--- src/hw/rtl/bdq_pkg.sv ---
package bdq_pkg;
    localparam int unsigned DefCapacity = 16;
    localparam int unsigned CntW = 5;

    typedef enum logic [2:0] {
        REQ_ADD_FRONT  = 3'd0,
        REQ_ADD_BACK   = 3'd1,
        REQ_TAKE_FRONT = 3'd2,
        REQ_TAKE_BACK  = 3'd3,
        REQ_INSERT     = 3'd4,
        REQ_DELETE     = 3'd5
    } req_t;

    typedef enum logic [2:0] {
        ST_OK       = 3'd0,
        ST_EMPTY    = 3'd1,
        ST_RANGE    = 3'd2,
        ST_NOTFOUND = 3'd3,
        ST_FULL     = 3'd4
    } status_t;

    typedef enum logic [2:0] {
        S_IDLE,
        S_SEARCH,
        S_SHIFT_UP,
        S_SHIFT_DOWN,
        S_FRONT,
        S_BACK,
        S_DONE
    } state_t;

    typedef struct packed {
        logic load_req;
        logic scan_start;
        logic scan_step;
        logic up_step;
        logic down_step;
        logic write_new;
        logic cnt_inc;
        logic cnt_dec;
        logic rd_front;
        logic rd_back;
        logic cap_front;
        logic set_status;
        status_t status;
    } cmd_t;

    typedef struct packed {
        logic [2:0] req;
        logic       empty;
        logic       full;
        logic       idx_bad;
        logic       match;
        logic       scan_end;
        logic       up_end;
        logic       down_end;
    } sts_t;
endpackage

--- src/hw/rtl/bdq_if.sv ---
interface bdq_if #(parameter int unsigned W = 1);
    logic         valid;
    logic         ready;
    logic [W-1:0] data;
    modport source (output valid, output data, input ready);
    modport sink (input valid, input data, output ready);
endinterface

--- src/hw/rtl/bounded_deque_with_insert_delete.sv ---
// channel | direction | payload
// req     | sink      | req_type, value, index
// rsp     | source    | status, count, front_value, back_value
// a result passes the search, front, back and done states when nothing has to move
// push back and insert at the end move no entry; push front and insert shift up
// count-index entries; pop front and delete move or compare one entry per cycle
// the next item can be accepted in the cycle after the result is registered
// reset clears the element count; the store itself is not cleared
// a result waiting in the output register holds the controller until it leaves
module bounded_deque_with_insert_delete
    import bdq_pkg::*;
#(
    parameter int unsigned CAPACITY = DefCapacity
)
(
    input logic clk,
    input logic rst_n,
    bdq_if.sink req,
    bdq_if.source rsp
);
    cmd_t cmd;
    sts_t sts;
    logic in_ready;
    logic out_set;
    logic out_valid_reg;
    logic [2:0] status;
    logic [CntW-1:0] count;
    logic signed [31:0] front_value;
    logic signed [31:0] back_value;
    logic [2:0] st_q;
    logic [CntW-1:0] cnt_q;
    logic [31:0] fr_q;
    logic [31:0] bk_q;

    assign req.ready = in_ready;

    bdq_ctrl u_ctrl (
        .clk(clk), .rst_n(rst_n), .in_fire(req.valid & in_ready),
        .out_busy(out_valid_reg & ~rsp.ready), .sts(sts),
        .in_ready(in_ready), .out_set(out_set), .cmd(cmd)
    );

    bdq_dp #(.CAPACITY(CAPACITY)) u_dp (
        .clk(clk), .rst_n(rst_n), .cmd(cmd),
        .in_req(req.data[2:0]), .in_value(req.data[34:3]), .in_index(req.data[42:35]),
        .sts(sts), .status(status), .count(count),
        .front_value(front_value), .back_value(back_value)
    );

    always_ff @(posedge clk or negedge rst_n)
    begin
        if (!rst_n)
        begin
            out_valid_reg <= 1'b0;
        end
        else if (out_set)
        begin
            out_valid_reg <= 1'b1;
        end
        else if (rsp.ready)
        begin
            out_valid_reg <= 1'b0;
        end
    end

    always_ff @(posedge clk)
    begin
        if (out_set)
        begin
            st_q <= status;
            cnt_q <= count;
            fr_q <= front_value;
            bk_q <= back_value;
        end
    end

    assign rsp.valid = out_valid_reg;
    assign rsp.data = {bk_q, fr_q, cnt_q, st_q};
endmodule

--- src/hw/rtl/bdq_ctrl.sv ---
module bdq_ctrl
    import bdq_pkg::*;
(
    input  logic clk,
    input  logic rst_n,
    input  logic in_fire,
    input  logic out_busy,
    input  sts_t sts,
    output logic in_ready,
    output logic out_set,
    output cmd_t cmd
);
    state_t state_reg, state_next;

    always_ff @(posedge clk or negedge rst_n)
    begin
        if (!rst_n)
        begin
            state_reg <= S_IDLE;
        end
        else
        begin
            state_reg <= state_next;
        end
    end

    always_comb
    begin
        state_next = state_reg;
        cmd = '0;
        cmd.status = ST_OK;
        in_ready = 1'b0;
        out_set = 1'b0;
        unique case (state_reg)
            S_IDLE:
            begin
                in_ready = 1'b1;
                if (in_fire)
                begin
                    cmd.load_req = 1'b1;
                    state_next = S_SEARCH;
                end
            end
            S_SEARCH:
            begin
                state_next = S_FRONT;
                cmd.set_status = 1'b1;
                unique case (sts.req) inside
                    REQ_ADD_FRONT, REQ_ADD_BACK, REQ_INSERT:
                    begin
                        if (sts.req == REQ_INSERT && sts.idx_bad)
                        begin
                            cmd.status = ST_RANGE;
                        end
                        else if (sts.full)
                        begin
                            cmd.status = ST_FULL;
                        end
                        else
                        begin
                            cmd.scan_start = 1'b1;
                            state_next = S_SHIFT_UP;
                        end
                    end
                    REQ_TAKE_FRONT, REQ_TAKE_BACK:
                    begin
                        if (sts.empty)
                        begin
                            cmd.status = ST_EMPTY;
                        end
                        else if (sts.req == REQ_TAKE_BACK)
                        begin
                            cmd.cnt_dec = 1'b1;
                        end
                        else
                        begin
                            cmd.scan_start = 1'b1;
                            state_next = S_SHIFT_DOWN;
                        end
                    end
                    REQ_DELETE:
                    begin
                        cmd.set_status = 1'b0;
                        if (sts.scan_end)
                        begin
                            cmd.set_status = 1'b1;
                            cmd.status = ST_NOTFOUND;
                        end
                        else if (sts.match)
                        begin
                            cmd.set_status = 1'b1;
                            state_next = S_SHIFT_DOWN;
                        end
                        else
                        begin
                            cmd.scan_step = 1'b1;
                            state_next = S_SEARCH;
                        end
                    end
                    default:
                    begin
                        cmd.status = ST_RANGE;
                    end
                endcase
            end
            S_SHIFT_UP:
            begin
                if (sts.up_end)
                begin
                    cmd.write_new = 1'b1;
                    cmd.cnt_inc = 1'b1;
                    state_next = S_FRONT;
                end
                else
                begin
                    cmd.up_step = 1'b1;
                end
            end
            S_SHIFT_DOWN:
            begin
                if (sts.down_end)
                begin
                    cmd.cnt_dec = 1'b1;
                    state_next = S_FRONT;
                end
                else
                begin
                    cmd.down_step = 1'b1;
                end
            end
            S_FRONT:
            begin
                cmd.rd_front = 1'b1;
                state_next = S_BACK;
            end
            S_BACK:
            begin
                cmd.cap_front = 1'b1;
                cmd.rd_back = 1'b1;
                state_next = S_DONE;
            end
            S_DONE:
            begin
                if (!out_busy)
                begin
                    out_set = 1'b1;
                    state_next = S_IDLE;
                end
            end
            default:
            begin
                state_next = S_IDLE;
            end
        endcase
    end
endmodule

--- src/hw/rtl/bdq_dp.sv ---
module bdq_dp
    import bdq_pkg::*;
#(
    parameter int unsigned CAPACITY = DefCapacity
)
(
    input  logic               clk,
    input  logic               rst_n,
    input  cmd_t               cmd,
    input  logic [2:0]         in_req,
    input  logic signed [31:0] in_value,
    input  logic [7:0]         in_index,
    output sts_t               sts,
    output logic [2:0]         status,
    output logic [CntW-1:0]    count,
    output logic signed [31:0] front_value,
    output logic signed [31:0] back_value
);
    localparam int unsigned AW = (CAPACITY > 1) ? $clog2(CAPACITY) : 1;
    localparam int unsigned PW = $clog2(CAPACITY + 1);

    logic [31:0]   mem [CAPACITY];
    logic [PW-1:0] cnt_reg;
    logic [2:0]    req_reg;
    logic [31:0]   val_reg;
    logic [PW-1:0] pos_reg;
    logic [PW-1:0] ptr_reg;
    logic [31:0]   rd_reg;
    logic [2:0]    status_reg;
    logic [31:0]   front_reg;
    logic          idx_bad_reg;
    logic [PW-1:0] tgt;
    logic          ins;

    assign ins = (req_reg != 3'(REQ_TAKE_FRONT)) && (req_reg != 3'(REQ_DELETE));

    always_comb
    begin
        case (req_reg)
            REQ_ADD_BACK: tgt = cnt_reg;
            REQ_INSERT:   tgt = pos_reg;
            default:      tgt = '0;
        endcase
    end

    always_ff @(posedge clk or negedge rst_n)
    begin
        if (!rst_n)
        begin
            cnt_reg <= '0;
        end
        else if (cmd.cnt_inc)
        begin
            cnt_reg <= cnt_reg + 1'b1;
        end
        else if (cmd.cnt_dec)
        begin
            cnt_reg <= cnt_reg - 1'b1;
        end
    end

    always_ff @(posedge clk)
    begin
        if (cmd.load_req)
        begin
            req_reg <= in_req;
            val_reg <= in_value;
            pos_reg <= PW'(in_index);
            idx_bad_reg <= ({24'd0, in_index} > 32'(cnt_reg));
            ptr_reg <= '0;
            rd_reg <= mem[0];
        end
        if (cmd.scan_start)
        begin
            ptr_reg <= ins ? cnt_reg : '0;
        end
        if (cmd.scan_step)
        begin
            ptr_reg <= ptr_reg + 1'b1;
            rd_reg <= mem[AW'(ptr_reg + 1'b1)];
        end
        if (cmd.up_step)
        begin
            mem[AW'(ptr_reg)] <= mem[AW'(ptr_reg - 1'b1)];
            ptr_reg <= ptr_reg - 1'b1;
        end
        if (cmd.down_step)
        begin
            mem[AW'(ptr_reg)] <= mem[AW'(ptr_reg + 1'b1)];
            ptr_reg <= ptr_reg + 1'b1;
        end
        if (cmd.write_new)
        begin
            mem[AW'(tgt)] <= val_reg;
        end
        if (cmd.set_status)
        begin
            status_reg <= cmd.status;
        end
        if (cmd.rd_front)
        begin
            rd_reg <= mem[0];
        end
        if (cmd.rd_back)
        begin
            rd_reg <= mem[AW'(cnt_reg - 1'b1)];
        end
        if (cmd.cap_front)
        begin
            front_reg <= rd_reg;
        end
    end

    always_comb
    begin
        sts.req = req_reg;
        sts.empty = (cnt_reg == '0);
        sts.full = (32'(cnt_reg) >= CAPACITY);
        sts.idx_bad = idx_bad_reg;
        sts.match = (rd_reg == val_reg);
        sts.scan_end = (ptr_reg >= cnt_reg);
        sts.up_end = (ptr_reg == tgt);
        sts.down_end = (ptr_reg + 1'b1 >= cnt_reg);
    end

    assign status = status_reg;
    assign count = CntW'(cnt_reg);
    assign front_value = (cnt_reg == '0) ? 32'sd0 : $signed(front_reg);
    assign back_value = (cnt_reg == '0) ? 32'sd0 : $signed(rd_reg);
endmodule

--- src/flat_wrapper.sv ---
// flat-port wrapper written by rule: the top's interface ports become plain ports
module bounded_deque_with_insert_delete_flat import bdq_pkg::*;
#(
    parameter int unsigned CAPACITY = DefCapacity
)
  (clk, rst_n, req_valid, req_data, req_ready, rsp_valid, rsp_data, rsp_ready);
  bdq_if #(.W(43)) req_i ();
  bdq_if #(.W(72)) rsp_i ();
  input logic clk;
  input logic rst_n;
  input wire logic [$bits(req_i.valid)-1:0] req_valid;
  input wire logic [$bits(req_i.data)-1:0] req_data;
  output wire logic [$bits(req_i.ready)-1:0] req_ready;
  output wire logic [$bits(rsp_i.valid)-1:0] rsp_valid;
  output wire logic [$bits(rsp_i.data)-1:0] rsp_data;
  input wire logic [$bits(rsp_i.ready)-1:0] rsp_ready;
  assign req_i.valid = req_valid;
  assign req_i.data = req_data;
  assign req_ready = req_i.ready;
  assign rsp_valid = rsp_i.valid;
  assign rsp_data = rsp_i.data;
  assign rsp_i.ready = rsp_ready;
  bounded_deque_with_insert_delete #(.CAPACITY(CAPACITY)) u_core (.clk(clk), .rst_n(rst_n), .req(req_i), .rsp(rsp_i));
endmodule
--- config.mk ---
export PLATFORM = sky130hd
export DESIGN_NAME = bounded_deque_with_insert_delete_flat
export DESIGN_NICKNAME = d
export VERILOG_FILES = /design/src/hw/rtl/bdq_pkg.sv /design/src/hw/rtl/bdq_if.sv /design/src/hw/rtl/bounded_deque_with_insert_delete.sv /design/src/hw/rtl/bdq_ctrl.sv /design/src/hw/rtl/bdq_dp.sv /design/src/flat_wrapper.sv
export SDC_FILE = /design/constraint.sdc
export NUM_CORES = 1
export LEC_CHECK = 0
export BUFFER_PORTS_ARGS = -buffer_cell sky130_fd_sc_hd__buf_4
export CAP_MARGIN = 0
export CELL_PAD_IN_SITES_DETAIL_PLACEMENT = 2
export CELL_PAD_IN_SITES_GLOBAL_PLACEMENT = 2
export CORE_MARGIN = 5
export CORE_UTILIZATION = 49
export DETAILED_ROUTE_END_ITERATION = 10
export PLACE_DENSITY = 0.81
export SLEW_MARGIN = 5
export SYNTH_ARGS = -nofsm -noshare
export SYNTH_HDL_FRONTEND = slang
export SYNTH_SLANG_ARGS = --single-unit
--- constraint.sdc ---
create_clock -name clk -period 8.6 [get_ports clk]
set_clock_uncertainty 0.2 [all_clocks]
set_input_delay 0 -clock clk [delete_from_list [all_inputs] [get_ports clk]]
set_output_delay 0 -clock clk [all_outputs]
set_load 0.02 [all_outputs]
==> impl_results.md <==
- Status: finished clean
- DIE AREA: roughly 80,000 um^2
- DRC viols: 0
- CTS tree: built
- All-layer global routing usage: 34.9%
- Maximum VDD drop: between 0.4 and 0.5 mV
- Final HPWL DP: about 75,000 um
- F_max: between 150 and 200 MHz
- Sw Ratio: slightly above 40%
- Most frequent CP cell: buf_4
- Final ANT Viol Nets: 0
- Die span in x: roughly 280 um
- Worst flop-to-flop path endpoint: u_core.u_dp.mem[12][24]
- First-pass GRT wire length: a little under 200,000 um
- CP top delay family: buffers and inverters
- Leakage Power: approximately 14 nW
- Placer Congestion: 0.814
- Pint: roughly 11 mW
- Critical path startpoint category: flip-flop
- CP Buf/Inv Count: 4
- Endpoints failing setup: 0
- #FFs+latches synth: just over 700
- Worst slew pin tran: ~1300 ps
- Clk Latency, worst-skew pair: 640 ps
- Post-Syn Area per Cell: 18.4 um^2
- Async S/R FF share, synth: under 10%
- DR WL/cell: 43.8 um
- Hold path depth: 4
- Hold Path End: u_core.u_dp.idx_bad_reg
- CTS sink cnt: around 710
- Largest net degree at the start of global routing: 133
- Crit end category: flip-flop
- DR pass1 iterations: 5
- Reg power frac: approximately 32%
- Comb power frac: roughly 49%
- Vias post-DR: between 20,000 and 25,000
- MaxCap Viol Count: 0
- Commonest non-fill, non-tap cells in the layout: edfxtp_1, mux4_2, buf_4, nand2_1, mux2i_1
- Max reg flops: around 510
- Final Net Count: 2,214
- RSZ-0062 raised after global routing: no
- Final critical-path share of the clock period: between 70 and 80%
- Num ports: between 100 and 150
- Drt via density: ~7.5
- Post-route minimum period: roughly 6600 ps
- Worst-path cell chain: buf_4 -> nand3_1 -> xor2_4 -> buf_4 -> inv_1 -> ha_1 -> a211o_1 -> o22ai_1 -> nand2_2 -> buf_4 -> mux2i_1 -> o21ai_1
- Gr ovfl total: 0
- Rows: 99
- Clock share of power: between 10% and 20%
- Setup TNS: 0 ps
- Slew Viols, Final: 0
- Synth Flop Type: edfxtp_1
- Critical Path Fanout Max: 43
- R2R Setup Slk: approximately 2000 ps
- Top reg by flops: u_core.u_dp.mem
- Commonest non-fill, non-tap cell in the layout: edfxtp_1
- Worst reg2reg path startpoint: u_core.u_dp.ptr_reg[0]
- CP peak stage delay: roughly 1000 ps
- Post-DP Area: between 30,000 and 40,000 um^2
- Bufs on Longest Clock Path: 3
- Initial antenna violation count: 12
- Switch Pwr: 7.32 mW
- Initial DRC count: 3,485
- Number of global-route vias before repair: 25,400
- Post-Syn Nets: around 2,000
- Post-synth EDFFs: approximately 700
- Hold_sp: req_data[41]
- P per Cell Area: 436 nW/um^2
- Crit path DAT: ~6700 ps
- Hold Vio Cnt, Final: 0
- Ratio of cells with drive above 1 in the final layout: between 30% and 40%
- Worst-path clk slew: approximately 70 ps
- CP max stage cell: o21ai_1
- Root buf cell: clkbuf_16
- CTS H-Tree Depth: 3
- Routed wire length: about 140,000 um
- Fillcell total: roughly 6,000
- Slew margin rel.: a little over an eighth
- Total core area: 73,100 um^2
- Syn Std Cell Area: between 30,000 and 40,000 um^2
- Initial Util: just under 50%
- Distinct cells, synth: 57
- Post-CTS sizing: 0
- Worst Path Required: just under 9000 ps
- Mapped Cells: 1,971
- TritonCTS buffer count: 78
- Syn-to-layout area delta: 15.1%
- Synth warn: 0
- Setup CP Type: reg -> reg
- Class of the worst hold path: in -> reg
- Post-synthesis sequential area ratio: roughly three fifths
- Worst R2R Path Depth: 12
- Buffers on Ports: 120
- Final Cell Area: roughly 42,000 um^2
- Die Y: between 200 and 300 um
[cell usage after synthesis (6+ instances only)]
cell type  instances  area [um^2]
buf_4              6         45.0
clkbuf_1          77          289
dfrtp_1            9          225
xnor2_1           40          350
o21ai_1           68          340
inv_1             14         52.6
and3_1            33          206
mux4_2           448        10100
nand2_1          144          541
nand4_1            8         50.1
buf_1             18         67.6
nor4bb_1           7         70.1
nor2_1            22         82.6
a21oi_1           46          230
mux2i_1           97          971
o21ai_0            9         45.0
nor3_1            16         80.1
or3_1              6         37.5
edfxtp_1         697        20900
and2_1            66          413
buf_2             51          255
ha_1              20          250
[worst min-delay path: cells and delay by family]
family,cells,cell delay (ps)
AND/OR/NAND/NOR,1,50
buffers and inverters,2,640
AO/OA/AOI/OAI,1,100
[layout make-up]
class	instances	area (um^2)	share of cell area [%]
timing repair buffer	250	2140	5.14
clock buffer	94	2120	5.09
inverter	16	62.6	0.150
antenna	2	5.00	0.0120
tap	959	1200	2.88
sequential	706	21200	50.8
clock inverter	46	398	0.956
multi-input combinational	1095	14500	34.9
[what timing repair did]
action,in CTS,in global routing
hold endpoints to repair,51,0
setup buffers,0,0
hold buffers,85,0
[power groups by stage]
stage | clock network [mW] | logic, mW | registers [mW]
floorplan | 0 | 5.63 | 5.72
detailed placement | 0 | 8.27 | 5.87
finish | 3.46 | 8.82 | 5.87
global route | 3.62 | 9.10 | 5.89
CTS | 3.40 | 8.46 | 5.80
global placement | 0 | 7.74 | 5.77
[metrics by stage]
stage / total power [mW] / util (%) / hold slack, ps / instances / setup WS, ps
after CTS: 17.7 / 56.9 / 10.6 / 3166 / 2410
after global placement: 13.5 / 52.3 / -355 / 2941 / 2870
after detailed placement: 14.1 / 52.3 / -353 / 2941 / 2520
after floorplan: 11.4 / - / -496 / 1971 / 2220
final: 18.1 / 57.0 / 66.7 / 3168 / 1980
after global routing: 18.6 / 56.9 / 68.9 / 3166 / 1800
[kinds of logic after synthesis]
group                      count (synthesis)  synth area share, %
buffers and inverters                    170                 2.04
AOI/OAI and AO/OA                        154                 2.39
xor gates and xnor gates                  45                 1.09
DFF                                      706                 58.5
and+or+nand+nor                          330                 4.68
muxes                                    546                 30.6
adders and majority gates                 20                0.692
[worst max path at each step]
stage                                           from                 endpoint  slack [ps]  cells after the start
final                         u_core.u_dp.ptr_reg[0]  u_core.u_dp.mem[12][24]        1980                     12
after global routing          u_core.u_dp.ptr_reg[0]   u_core.u_dp.mem[3][24]        1800                     12
after detailed placement      u_core.u_dp.ptr_reg[0]   u_core.u_dp.mem[15][8]        2520                     12
after global placement        u_core.u_dp.ptr_reg[0]  u_core.u_dp.mem[12][13]        2870                     12
after CTS                     u_core.u_dp.ptr_reg[0]   u_core.u_dp.mem[15][8]        2410                     12
after floorplan           u_core.u_ctrl.state_reg[1]           u_core.bk_q[0]        2220                      3
[routing by layer]
layer	track usage [%]	up-vias	part of all wire, %
li1	-	8668	-
met1	45.3	12700	36
met2	56.7	2006	48
met3	8.29	468	11
met4	16.2	8	5.5
met5	0	-	0.040
(Power assumes the default switching activity.)
